### src/rtl/core/lcdw_fifo.sv
// lcdw_fifo: two-entry job queue between front and back
// depends on nothing but its width parameter
`default_nettype none

module lcdw_fifo #(
  parameter int W = 8
) (
  input  wire logic         clk,
  input  wire logic         rst_n,
  input  wire logic         push,
  input  wire logic [W-1:0] wdata,
  output logic              full,
  input  wire logic         pop,
  output logic [W-1:0]      rdata,
  output logic              empty
);

  localparam int DEPTH = 2;
  localparam int PTR_W = $clog2(DEPTH);

  logic [W-1:0]     mem [DEPTH];
  logic [PTR_W-1:0] wptr_r, wptr_nxt;
  logic [PTR_W-1:0] rptr_r, rptr_nxt;
  logic [PTR_W:0]   count_r, count_nxt;
  logic             do_push, do_pop;

  assign full    = (count_r == (PTR_W+1)'(DEPTH));
  assign empty   = (count_r == '0);
  assign do_push = push && !full;
  assign do_pop  = pop && !empty;
  assign rdata   = mem[rptr_r];

  always_comb begin
    wptr_nxt  = do_push ? wptr_r + 1'b1 : wptr_r;
    rptr_nxt  = do_pop  ? rptr_r + 1'b1 : rptr_r;
    count_nxt = count_r;
    if (do_push && !do_pop) begin
      count_nxt = count_r + 1'b1;
    end else if (do_pop && !do_push) begin
      count_nxt = count_r - 1'b1;
    end
  end

  always_ff @(posedge clk) begin
    if (!rst_n) begin
      wptr_r  <= '0;
      rptr_r  <= '0;
      count_r <= '0;
    end else begin
      wptr_r  <= wptr_nxt;
      rptr_r  <= rptr_nxt;
      count_r <= count_nxt;
    end
  end

  always_ff @(posedge clk) begin
    if (do_push) begin
      mem[wptr_r] <= wdata;
    end
  end

`ifndef SYNTH
  a_count_bound: assert property (@(posedge clk) disable iff (!rst_n)
    count_r <= (PTR_W+1)'(DEPTH))
    else $error("job queue count overflow");
`endif

endmodule

`default_nettype wire

### config.mk
export PLATFORM = sky130hd
export DESIGN_NAME = lcdw_fifo
export DESIGN_NICKNAME = d
export VERILOG_FILES = /design/src/rtl/core/lcdw_fifo.sv
export SDC_FILE = /design/constraint.sdc
export NUM_CORES = 1
export LEC_CHECK = 0
export CORE_ASPECT_RATIO = 0.7
export CORE_MARGIN = 2
export CORE_UTILIZATION = 35
export DETAILED_ROUTE_END_ITERATION = 16
export DONT_BUFFER_PORTS = 1
export PLACE_DENSITY = 0.56
export SLEW_MARGIN = 30
export SYNTH_ARGS = -nofsm -noshare
export SYNTH_HDL_FRONTEND = slang
export SYNTH_SLANG_ARGS = --single-unit
### constraint.sdc
create_clock -name clk -period 1.5 [get_ports clk]
set_clock_uncertainty 0.05 [all_clocks]
set_input_delay 0.075 -clock clk [delete_from_list [all_inputs] [get_ports clk]]
set_output_delay 0.075 -clock clk [all_outputs]
set_load 0.005 [all_outputs]
==> results.sh <==
export IMPL_setup_slack_ns=0.0307
export IMPL_clock_latency_ns=0.29
export IMPL_power_density_mw_per_mm2=1550
export IMPL_hold_viol=0
export IMPL_max_freq_ghz=0.681
export IMPL_critical_path_top_delay_family="simple AND/OR/NAND/NOR gates"
export IMPL_die_x_um=61.3
export IMPL_place_gp_congestion=0.735
export IMPL_h_tree_depth=1
export IMPL_cp_end_kind="register"
export IMPL_antenna_cells=0
export IMPL_io_pins=22
export IMPL_areaGrowthSynthToFinish_pct=32.2
export IMPL_cts_max_path_buffers=2
export IMPL_cp_num_buf_inv=1
export IMPL_synth_distinct_cells=16
export IMPL_clk_pin_slew_ns=0.10
export IMPL_synth_cells=51
export IMPL_cpPeakStageDelay_ns=0.37
export IMPL_mostFrequentLayoutCell="edfxtp_1"
export IMPL_core_area_mm2=0.00215
export IMPL_worstMarginPinSlew_ns=0.385
export IMPL_finalInstanceArea_mm2=0.00106
export IMPL_hpwl_um=833
export IMPL_status="finished clean"
export IMPL_setup_viol=0
export IMPL_vdd_ir_drop_worst_uv=727
export IMPL_drive_gt1_share_pct=40.3
export IMPL_syn_num_nets=64
export IMPL_place_area_um2=892
export IMPL_dr_pass1_iters=4
export IMPL_crit_type="reg -> reg"
export IMPL_grt_overflow=0
export IMPL_portBuffers=0
export IMPL_post_drt_wl_per_cell_um=12.6
export IMPL_cp_max_fo=4
export IMPL_die_area_mm2=0.00270
export IMPL_fillers=208
export IMPL_initial_utilization_pct=37.3
export IMPL_via_per_inst=4.36
export IMPL_cp_required_ns=1.68
export IMPL_cp_data_arrival_time_ns=1.65
export IMPL_slew_headroom_pct=74.3
export IMPL_wl_um=1310
export IMPL_path_cells="nand2b_4, inv_2, nor2_2, ha_4, or3_4, a21oi_2"
export IMPL_syn_avg_cell_area_um2=15.8
export IMPL_finalSetupTns_ns=0
export IMPL_cts_buffers=3
export IMPL_syn_area_um2=803
export IMPL_drc=0
export IMPL_holdWs_ns=0.0995
export IMPL_multi_input_area_um2=241
export IMPL_seq_area_frac_synth_pct=72.3
export IMPL_yosysWarnings=0
export IMPL_postRouteAntennaNets=0
export IMPL_antenna_found_initial=0
export IMPL_dp_cells=88
export IMPL_cts_sinks=21
export IMPL_final_cells=104
export IMPL_fin_crit_ns=1.47
export IMPL_rows=14
export IMPL_grt_usage_pct=10.0
export IMPL_fin_nets=86
export IMPL_cts_tree="built"
export IMPL_crit_slowest_cell="dfxtp_2"
export IMPL_cts_root_buf="clkbuf_4"
export IMPL_seq_area_um2=583
export IMPL_maxSlewViolCount=0
export IMPL_num_vias=453
export IMPL_grt_max_degree=12
export IMPL_hold_path_class="in -> reg"
export IMPL_drtIter0Drc=7
export IMPL_grt_pass1_wl_um=1870
export IMPL_grt_pass1_vias=429
export IMPL_min_period_over_period_pct=98.0
export IMPL_die_h_um=44.1
export IMPL_pre_cts_slack_ns=-0.0178
export IMPL_start_kind="register"
export IMPL_max_cap_violations=0
export IMPL_layout_common_cells="edfxtp_1 (16), dlygate4sd3_1 (10), mux2_2 (8), buf_4 (8), nor2_1 (4)"
export IMPL_ys_ff_latch=21
export IMPL_leakage_uw=0.000390
==> final cells by class <==
class	count	area share [%]
Inverter	3	1.06
Sequential cell	21	54.9
Tap cell	32	3.77
Multi-Input combinational cell	26	22.7
Clock buffer	4	2.47
Timing Repair Buffer	18	15.1
==> repair_timing <==
action / in CTS / in global routing
pin swaps: 0 / 3
hold buffers: 10 / 0
hold endpoints to repair: 21 / 0
setup endpoints to repair: 1 / 2
gates resized for setup: 1 / 8
gates cloned: 0 / 0
setup buffers: 0 / 2
==> registers in the layout, summed over array words and instances (netlist names), named ones only <==
signal,cells
rptr_r,1
wptr_r,1
count_r,2
mem,16
==> worst reg2reg max path, delay by kind of cell, from the launching register on <==
kind | cells | cell delay (ns)
flip-flops | 1 | 0.37
buffers and inverters | 1 | 0.04
AND/OR/NAND/NOR | 3 | 0.62
AO/OA/AOI/OAI | 1 | 0.11
adder cells (fa/ha/maj) | 1 | 0.22
==> kinds of logic after synthesis <==
group                      count (synthesis)  synth area share [%]
AOI/OAI and AO/OA                          5                  3.74
xor gates and xnor gates                   3                  3.27
adders and majority gates                  1                  1.56
buffers and inverters                      4                  2.02
DFF                                       21                  72.3
muxes                                      8                  11.2
and+or+nand+nor                            9                  5.92
==> metal layers <==
layer	up-vias	part of all wire [%]	GRT usage [%]
li1	227	-	-
met1	206	42	12.6
met2	20	50	16.0
met3	0	8.0	6.14
met4	0	0	0
met5	-	0	0
==> power by group <==
part           internal (uW)  total [uW]  switching, uW
registers                747         829           81.5
clock network            103         249            146
logic                    330         573            243
total                   1180        1650            471
==> final timing paths <==
| kind | start | to | slack (ns) | cells past startpoint |
|---|---|---|---|---|
| worst min-delay path | pop | register | 0.1 | 4 |
| worst max-delay path | count_r[0] | count_r[1] | 0.03 | 6 |
| worst min register to register | rptr_r | register | 0.48 | 2 |
| worst max register to register | count_r[0] | count_r[1] | 0.03 | 6 |
==> synth_stat cells <==
cell	instances	area (um2)
a21oi_1	1	5.00
nand2b_1	1	6.26
a21boi_0	1	7.51
xor2_1	3	26.3
mux2_2	8	90.1
o21ai_0	2	10.0
dfxtp_1	5	100
or3_1	1	6.26
nor3_2	1	10.0
edfxtp_1	16	480
and3_1	1	6.26
inv_1	3	11.3
buf_2	1	5.00
ha_1	1	12.5
nor2_1	5	18.8
o21a_1	1	7.51
==> stage by stage <==
step                util (%)  power, uW
floorplan                  -       1130
global placement        41.4       1280
detailed placement      41.4       1280
CTS                     47.3       1560
global route            49.3       1770
finish                  49.3       1650
(Power assumes the default switching activity.)
