File: config.mk
export PLATFORM = sky130hd
export DESIGN_NAME = lcdw_back
export DESIGN_NICKNAME = d
export VERILOG_FILES = /design/src/rtl/core/lcdw_pkg.sv /design/src/rtl/core/lcdw_back.sv
export SDC_FILE = /design/constraint.sdc
export NUM_CORES = 1
export LEC_CHECK = 0
export ABC_AREA = 1
export BUFFER_PORTS_ARGS = -buffer_cell sky130_fd_sc_hd__buf_2
export CAP_MARGIN = 25
export CORE_ASPECT_RATIO = 0.5
export CORE_MARGIN = 4
export CORE_UTILIZATION = 35
export DETAILED_ROUTE_END_ITERATION = 8
export GPL_ROUTABILITY_DRIVEN = 1
export SKIP_LAST_GASP = 1
export SLEW_MARGIN = 20
export SYNTH_ARGS = -nofsm -noshare
export SYNTH_HDL_FRONTEND = slang
export SYNTH_SLANG_ARGS = --single-unit
File: constraint.sdc
create_clock -name clk -period 2.2 [get_ports clk]
set_input_delay 0.22 -clock clk [delete_from_list [all_inputs] [get_ports clk]]
set_output_delay 0.22 -clock clk [all_outputs]
set_load 0.1 [all_outputs]
File: src/rtl/core/lcdw_pkg.sv
// lcdw_pkg: request and result types, kind codes, timing constants and
// fixed command tables for the 4-bit lcd write sequencer
// no dependencies
`default_nettype none

package lcdw_pkg;

  localparam int MAX_DIGITS_DEF = 10;

  typedef enum logic [2:0] {
    K_CHAR    = 3'd0,
    K_CURSOR  = 3'd1,
    K_INT     = 3'd2,
    K_CLEAR   = 3'd3,
    K_HOME    = 3'd4,
    K_ENTRY   = 3'd5,
    K_DISP_ON = 3'd6,
    K_INIT    = 3'd7
  } kind_t;

  typedef struct packed {
    kind_t       kind;
    logic [7:0]  data_byte;
    logic        row;
    logic [6:0]  column;
    logic [30:0] number;
  } in_t;

  typedef struct packed {
    logic [3:0]  nibble;
    logic        rs;
    logic [12:0] delay_after_us;
    logic        last;
  } out_t;

  // job handed from front to back (digits travel beside it)
  typedef struct packed {
    kind_t      kind;
    logic [7:0] code;
  } job_t;

  typedef enum logic [1:0] {
    F_IDLE = 2'd0,
    F_DIV  = 2'd1,
    F_PUSH = 2'd2
  } front_state_t;

  typedef enum logic {
    B_IDLE = 1'b0,
    B_RUN  = 1'b1
  } back_state_t;

  localparam logic [12:0] WAIT_NONE_US  = 13'd0;
  localparam logic [12:0] WAIT_BYTE_US  = 13'd40;
  localparam logic [12:0] WAIT_SHORT_US = 13'd50;
  localparam logic [12:0] WAIT_INIT2_US = 13'd100;
  localparam logic [12:0] WAIT_CLEAR_US = 13'd2000;
  localparam logic [12:0] WAIT_HOME_US  = 13'd2100;
  localparam logic [12:0] WAIT_INIT1_US = 13'd5000;

  localparam logic [2:0]  INIT_LAST_STEP = 3'd5;
  localparam logic [3:0]  ASCII_DIGIT_HI = 4'h3;

  // 2^35 / 10 rounded up: exact quotient for any 32-bit dividend
  localparam logic [31:0] RECIP_TEN = 32'hCCCC_CCCD;

  // init run, one nibble per step
  function automatic out_t init_step(input logic [2:0] step);
    out_t r;
    r.rs   = 1'b0;
    r.last = 1'b0;
    case (step)
      3'd0: begin r.nibble = 4'h3; r.delay_after_us = WAIT_INIT1_US; end
      3'd1: begin r.nibble = 4'h3; r.delay_after_us = WAIT_INIT2_US; end
      3'd2: begin r.nibble = 4'h3; r.delay_after_us = WAIT_BYTE_US;  end
      3'd3: begin r.nibble = 4'h2; r.delay_after_us = WAIT_SHORT_US; end
      3'd4: begin r.nibble = 4'h2; r.delay_after_us = WAIT_NONE_US;  end
      default: begin
        r.nibble         = 4'hA;
        r.delay_after_us = WAIT_SHORT_US;
        r.last           = 1'b1;
      end
    endcase
    return r;
  endfunction

  // second nibble of the short command pairs
  function automatic out_t cmd_second(input kind_t kind);
    out_t r;
    r.rs   = 1'b0;
    r.last = 1'b1;
    case (kind)
      K_CLEAR: begin r.nibble = 4'h1; r.delay_after_us = WAIT_CLEAR_US; end
      K_HOME:  begin r.nibble = 4'h2; r.delay_after_us = WAIT_HOME_US;  end
      K_ENTRY: begin r.nibble = 4'h4; r.delay_after_us = WAIT_SHORT_US; end
      default: begin r.nibble = 4'hC; r.delay_after_us = WAIT_SHORT_US; end
    endcase
    return r;
  endfunction

endpackage

`default_nettype wire

File: src/rtl/core/lcdw_back.sv
// lcdw_back: expands queued jobs into nibble writes, one per cycle while
// the output is not stalled, into a registered output stage; uses lcdw_pkg
`default_nettype none

module lcdw_back
  import lcdw_pkg::*;
#(
  parameter int MAX_DIGITS = MAX_DIGITS_DEF,
  parameter int DW         = 4 * MAX_DIGITS,
  parameter int CNT_W      = $clog2(MAX_DIGITS + 1)
) (
  input  wire logic             clk,
  input  wire logic             rst_n,
  input  wire job_t             job,
  input  wire logic [DW-1:0]    job_digits,
  input  wire logic [CNT_W-1:0] job_count,
  input  wire logic             job_empty,
  output logic                  job_pop,
  output out_t                  out_data,
  output logic                  empty,
  input  wire logic             pop
);

  back_state_t      state_r, state_nxt;
  kind_t            kind_r, kind_nxt;
  logic [7:0]       code_r, code_nxt;
  logic [DW-1:0]    dig_r, dig_nxt;
  logic [CNT_W-1:0] rem_r, rem_nxt;
  logic [2:0]       step_r, step_nxt;
  out_t             out_r, out_nxt;
  logic             outv_r, outv_nxt;

  out_t             cur;
  logic             adv;

  assign out_data = out_r;
  assign empty    = !outv_r;
  assign adv      = (state_r == B_RUN) && (!outv_r || pop);

  // nibble for the current step
  always_comb begin
    cur.rs             = 1'b0;
    cur.delay_after_us = WAIT_BYTE_US;
    cur.nibble         = step_r[0] ? code_r[3:0] : code_r[7:4];
    cur.last           = step_r[0];
    case (kind_r)
      K_CHAR: begin
        cur.rs = 1'b1;
      end
      K_CURSOR: begin
        cur.rs = 1'b0;
      end
      K_INT: begin
        cur.rs     = 1'b1;
        cur.nibble = step_r[0] ? dig_r[DW-1 -: 4] : ASCII_DIGIT_HI;
        cur.last   = step_r[0] && (rem_r == CNT_W'(1));
      end
      K_INIT: begin
        cur = init_step(step_r);
      end
      default: begin
        if (step_r[0]) begin
          cur = cmd_second(kind_r);
        end else begin
          cur.nibble         = 4'h0;
          cur.delay_after_us = WAIT_NONE_US;
          cur.last           = 1'b0;
        end
      end
    endcase
  end

  always_comb begin
    state_nxt = state_r;
    kind_nxt  = kind_r;
    code_nxt  = code_r;
    dig_nxt   = dig_r;
    rem_nxt   = rem_r;
    step_nxt  = step_r;
    out_nxt   = out_r;
    outv_nxt  = outv_r && !pop;
    job_pop   = 1'b0;
    case (state_r)
      B_IDLE: begin
        if (!job_empty) begin
          job_pop   = 1'b1;
          kind_nxt  = job.kind;
          code_nxt  = job.code;
          dig_nxt   = job_digits;
          rem_nxt   = job_count;
          step_nxt  = '0;
          state_nxt = B_RUN;
        end
      end
      B_RUN: begin
        if (adv) begin
          out_nxt  = cur;
          outv_nxt = 1'b1;
          step_nxt = step_r + 1'b1;
          if (kind_r == K_INT && step_r[0]) begin
            dig_nxt = dig_r << 4;
            rem_nxt = rem_r - 1'b1;
          end
          if (cur.last) begin
            state_nxt = B_IDLE;
          end
        end
      end
      default: state_nxt = B_IDLE;
    endcase
  end

  always_ff @(posedge clk) begin
    if (!rst_n) begin
      state_r <= B_IDLE;
      outv_r  <= 1'b0;
      step_r  <= '0;
    end else begin
      state_r <= state_nxt;
      outv_r  <= outv_nxt;
      step_r  <= step_nxt;
    end
  end

  always_ff @(posedge clk) begin
    kind_r <= kind_nxt;
    code_r <= code_nxt;
    dig_r  <= dig_nxt;
    rem_r  <= rem_nxt;
    out_r  <= out_nxt;
  end

`ifndef SYNTH
  a_init_steps: assert property (@(posedge clk) disable iff (!rst_n)
    (state_r == B_RUN && kind_r == K_INIT) |-> (step_r <= INIT_LAST_STEP))
    else $error("init run past its last nibble");
  a_int_rem: assert property (@(posedge clk) disable iff (!rst_n)
    (state_r == B_RUN && kind_r == K_INT) |-> (rem_r != '0))
    else $error("integer run with no digits left");
  a_no_load_busy: assert property (@(posedge clk) disable iff (!rst_n)
    (state_r == B_RUN) |-> !job_pop)
    else $error("job taken while a run is going");
`endif

endmodule

`default_nettype wire

==> metrics.md <==
| Metric | Value |
|---|---|
| Global Route Usage Sum | 0.119 |
| Slowest stage delay, CP | 0.47 ns |
| Worst path arrival time | 1.59 ns |
| Synth area leader | edfxtp_1 |
| Sequential cell area | 0.00223 mm2 |
| Vias | 2,324 |
| R2r endpoint | dig_r[10] |
| Post-layout min period | 1.58 ns |
| Pwr/cell area | 866 mW/mm2 |
| Place WS | 0.635 ns |
| Clk_lat worst skew | around 0.32 ns |
| Rows | 24 |
| GR Overflow Total | 0 |
| Drt first pass iters | 4 |
| Post-CTS sizing | 0 |
| Top Ports | 80 |
| Worst hold-check path type | input port to flop |
| Chip Height | just under 80 um |
| Max Cap Viol | 0 |
| Clk buf depth | 2 |
| Most area-consuming cells after synthesis | edfxtp_1, nand2_1, dfxtp_1, ha_1, inv_1 |
| CTS tree | done |
| Top FF cell, synth | edfxtp_1 |
| Final TNS setup | 0 ns |
| Yosys cell types | 27 |
| Gate count of the mapped netlist | 323 |
| Largest net degree at the start of global routing | 47 |
| Global-route wire length before repair | 10,600 um |
| Clock Skews | 0.00383 ns |
| Syn_nets | 390 |
| Setup repair after global routing missed its margin | no |
| Maximum vdd drop | 0.000465 V |
| CTS buffer count | 9 |
| Dpl cells | 511 |
| Number of port buffers | 78 |
| Syn_area_per_cell | 10.4 um2 |
| Synthesized area | 0.00335 mm2 |
| Core Area | 0.00901 mm2 |
| PnR worst setup slack | 0.616 ns |
| ANT nets after route | 0 |
| N_diodes | 0 |
| FMAX | 631 MHz |
| Critical path buffer and inverter count | 2 |
| # clock sinks | 76 |
| Layout Cells excl Fill | 526 |
| Flops & latches, synth | 76 |
| Setup crit end kind | flop |
| Number of global-route vias before repair | 2,345 |
| Critical Path Source Type | flop |
| Detailed placer's ending HPWL | 4690 um |
| R2R Path Start | kind_r[2] |
| Most common cell in the synthesized netlist | nand2_1 |
| Initial Util | 0.371 |
| Post-synth EDFFs | slightly above 70 |
| Synthesis-to-finish area growth | 23.8% |
| # DRC | 0 |
| Reg clk slew, reported paths | approximately 0.05 ns |
| Hold Fails Final Rpt | 0 |
| Share of layout cells above drive strength 1 | 0.252 |
| Worst reg2reg path depth | 4 |
| Area of the multi-input gates | 971 um2 |
| CP max FO | 44 |
| Post-synthesis sequential area ratio | 0.667 |
| Fill count | 866 |
| Post-DR wirelength/cell | 12.3 um |
| R2r setup slk | just over 0.6 ns |
| Tcrit/Tclk final | 0.720 |
| Hold path depth | 1 |
| Max Slew Vio Count | 0 |
| Hold_sp | job[1] |
| Avg Vias per Cell | between 4 and 5 |
| Final net count | 472 |
| Synth top area share | 0.637 |
| Kind of cell adding the most delay to the critical path | flip-flops |
| H-tree depth | 3 |
| Initial antenna violation count | 0 |
| CP Class | flop to flop |
| Die area | 0.0113 mm2 |
| Detailed router's first-iteration violation count | 151 |
| Slowest CP cell | edfxtp_1 |
| Hold buffers post-CTS | 0 |
| GP Congestion | 0.769 |
| Clk root buf | clkbuf_16 |
| Total number of yosys warnings | 0 |
| Req. time, crit path | 2.21 ns |
| Synth top cells by count | nand2_1, edfxtp_1, inv_1 |
| Die width | 146 um |
| Critical Path, Cell by Cell | nor3_1 > buf_4 > a31o_4 > buf_12 |
| P_leak | approximately 1.9 nW |
| Post-synth ARST share | 0 |
| Hold EP | code_r[1] |
| Total routed wirelength | 6490 um |
| # setup viols final | 0 |
| Status | finished, final reports clean |
| Setup Fix Bufs, Post-CTS | 0 |
| Overall power | 3.59 mW |
## how the worst max path moves through the flow
stage | start | end | slack [ns] | cells past startpoint
after floorplan | state_r | dig_r[0] | 0.24 | 3
after global placement | kind_r[2] | dig_r[9] | 0.66 | 4
after detailed placement | kind_r[2] | dig_r[9] | 0.63 | 4
after CTS | kind_r[2] | dig_r[12] | 0.62 | 4
after global routing | kind_r[2] | dig_r[10] | 0.51 | 4
final | kind_r[2] | dig_r[10] | 0.62 | 4
## layer usage
layer,global-route usage,vias to the layer above,share of wire
met5,0,-,0
met4,0.0450,0,0.010
met3,0.0353,5,0.045
met2,0.195,53,0.49
met1,0.149,1045,0.46
li1,-,1221,-
## metrics by stage
| step | hold slack (ns) | instance area [um2] | utilization |
|---|---|---|---|
| 2_1_floorplan | 0.319 | 3360 | - |
| 3_3_place_gp | 0.398 | 3890 | 0.432 |
| 3_5_place_dp | 0.399 | 3890 | 0.432 |
| 4_1_cts | 0.0540 | 4140 | 0.460 |
| 5_1_grt | 0.0568 | 4140 | 0.460 |
| 6_report | 0.0708 | 4140 | 0.460 |
## final cells by class
type                       count  share of cell area
clock inverter                 3             0.00362
multi-input combinational    210               0.234
sequential                    76               0.539
timing repair buffer          85               0.110
clock buffer                  12              0.0571
inverter                      23              0.0208
tap                          117              0.0353
## sequential cells by signal, summed over array words and instances, names as in the netlist
signal and count:
code_r 8, dig_r 40, out_data 16, rem_r 4, kind_r 3, outv_r 1, state_r 1, step_r 3
## cells by family (layout without fill, tap and decap cells)
group,after synthesis,in the layout,share of synthesized area
flops,76,76,0.667
simple gates,174,174,0.205
fa+ha+maj,8,8,0.0299
buf+inv,37,123,0.0475
other cells,1,1,0.00112
xor+xnor,2,2,0.00524
compound gates,25,25,0.0441
## placed cells by master, fill, tap and decap left out
cell and instances:
xor2_1 1, nand3_1 10, buf_2 78, a211oi_1 1, edfxtp_1 71, o211ai_1 1
buf_12 1, nand3_2 1, or2_2 1, nand4_1 1, a21oi_4 1, nor2_1 20
a31o_4 1, clkbuf_1 3, conb_1 1, or2_0 1, nor3_1 2, dfxtp_1 5
inv_2 1, nand3b_1 1, buf_4 6, a21oi_1 5, nor2_4 1, clkbuf_16 9
ha_1 8, nand2_1 136, clkinv_2 3, o21ai_0 15, inv_1 22, xnor2_1 1
a21o_1 1
## report_power, final
| part | internal (mW) | leakage [nW] | switching [mW] |
|---|---|---|---|
| registers | 1.73 | 0.725 | 0.0391 |
| clock network | 0.751 | 0.126 | 0.500 |
| logic | 0.144 | 1.03 | 0.425 |
Power figures use the tool's default switching activity.
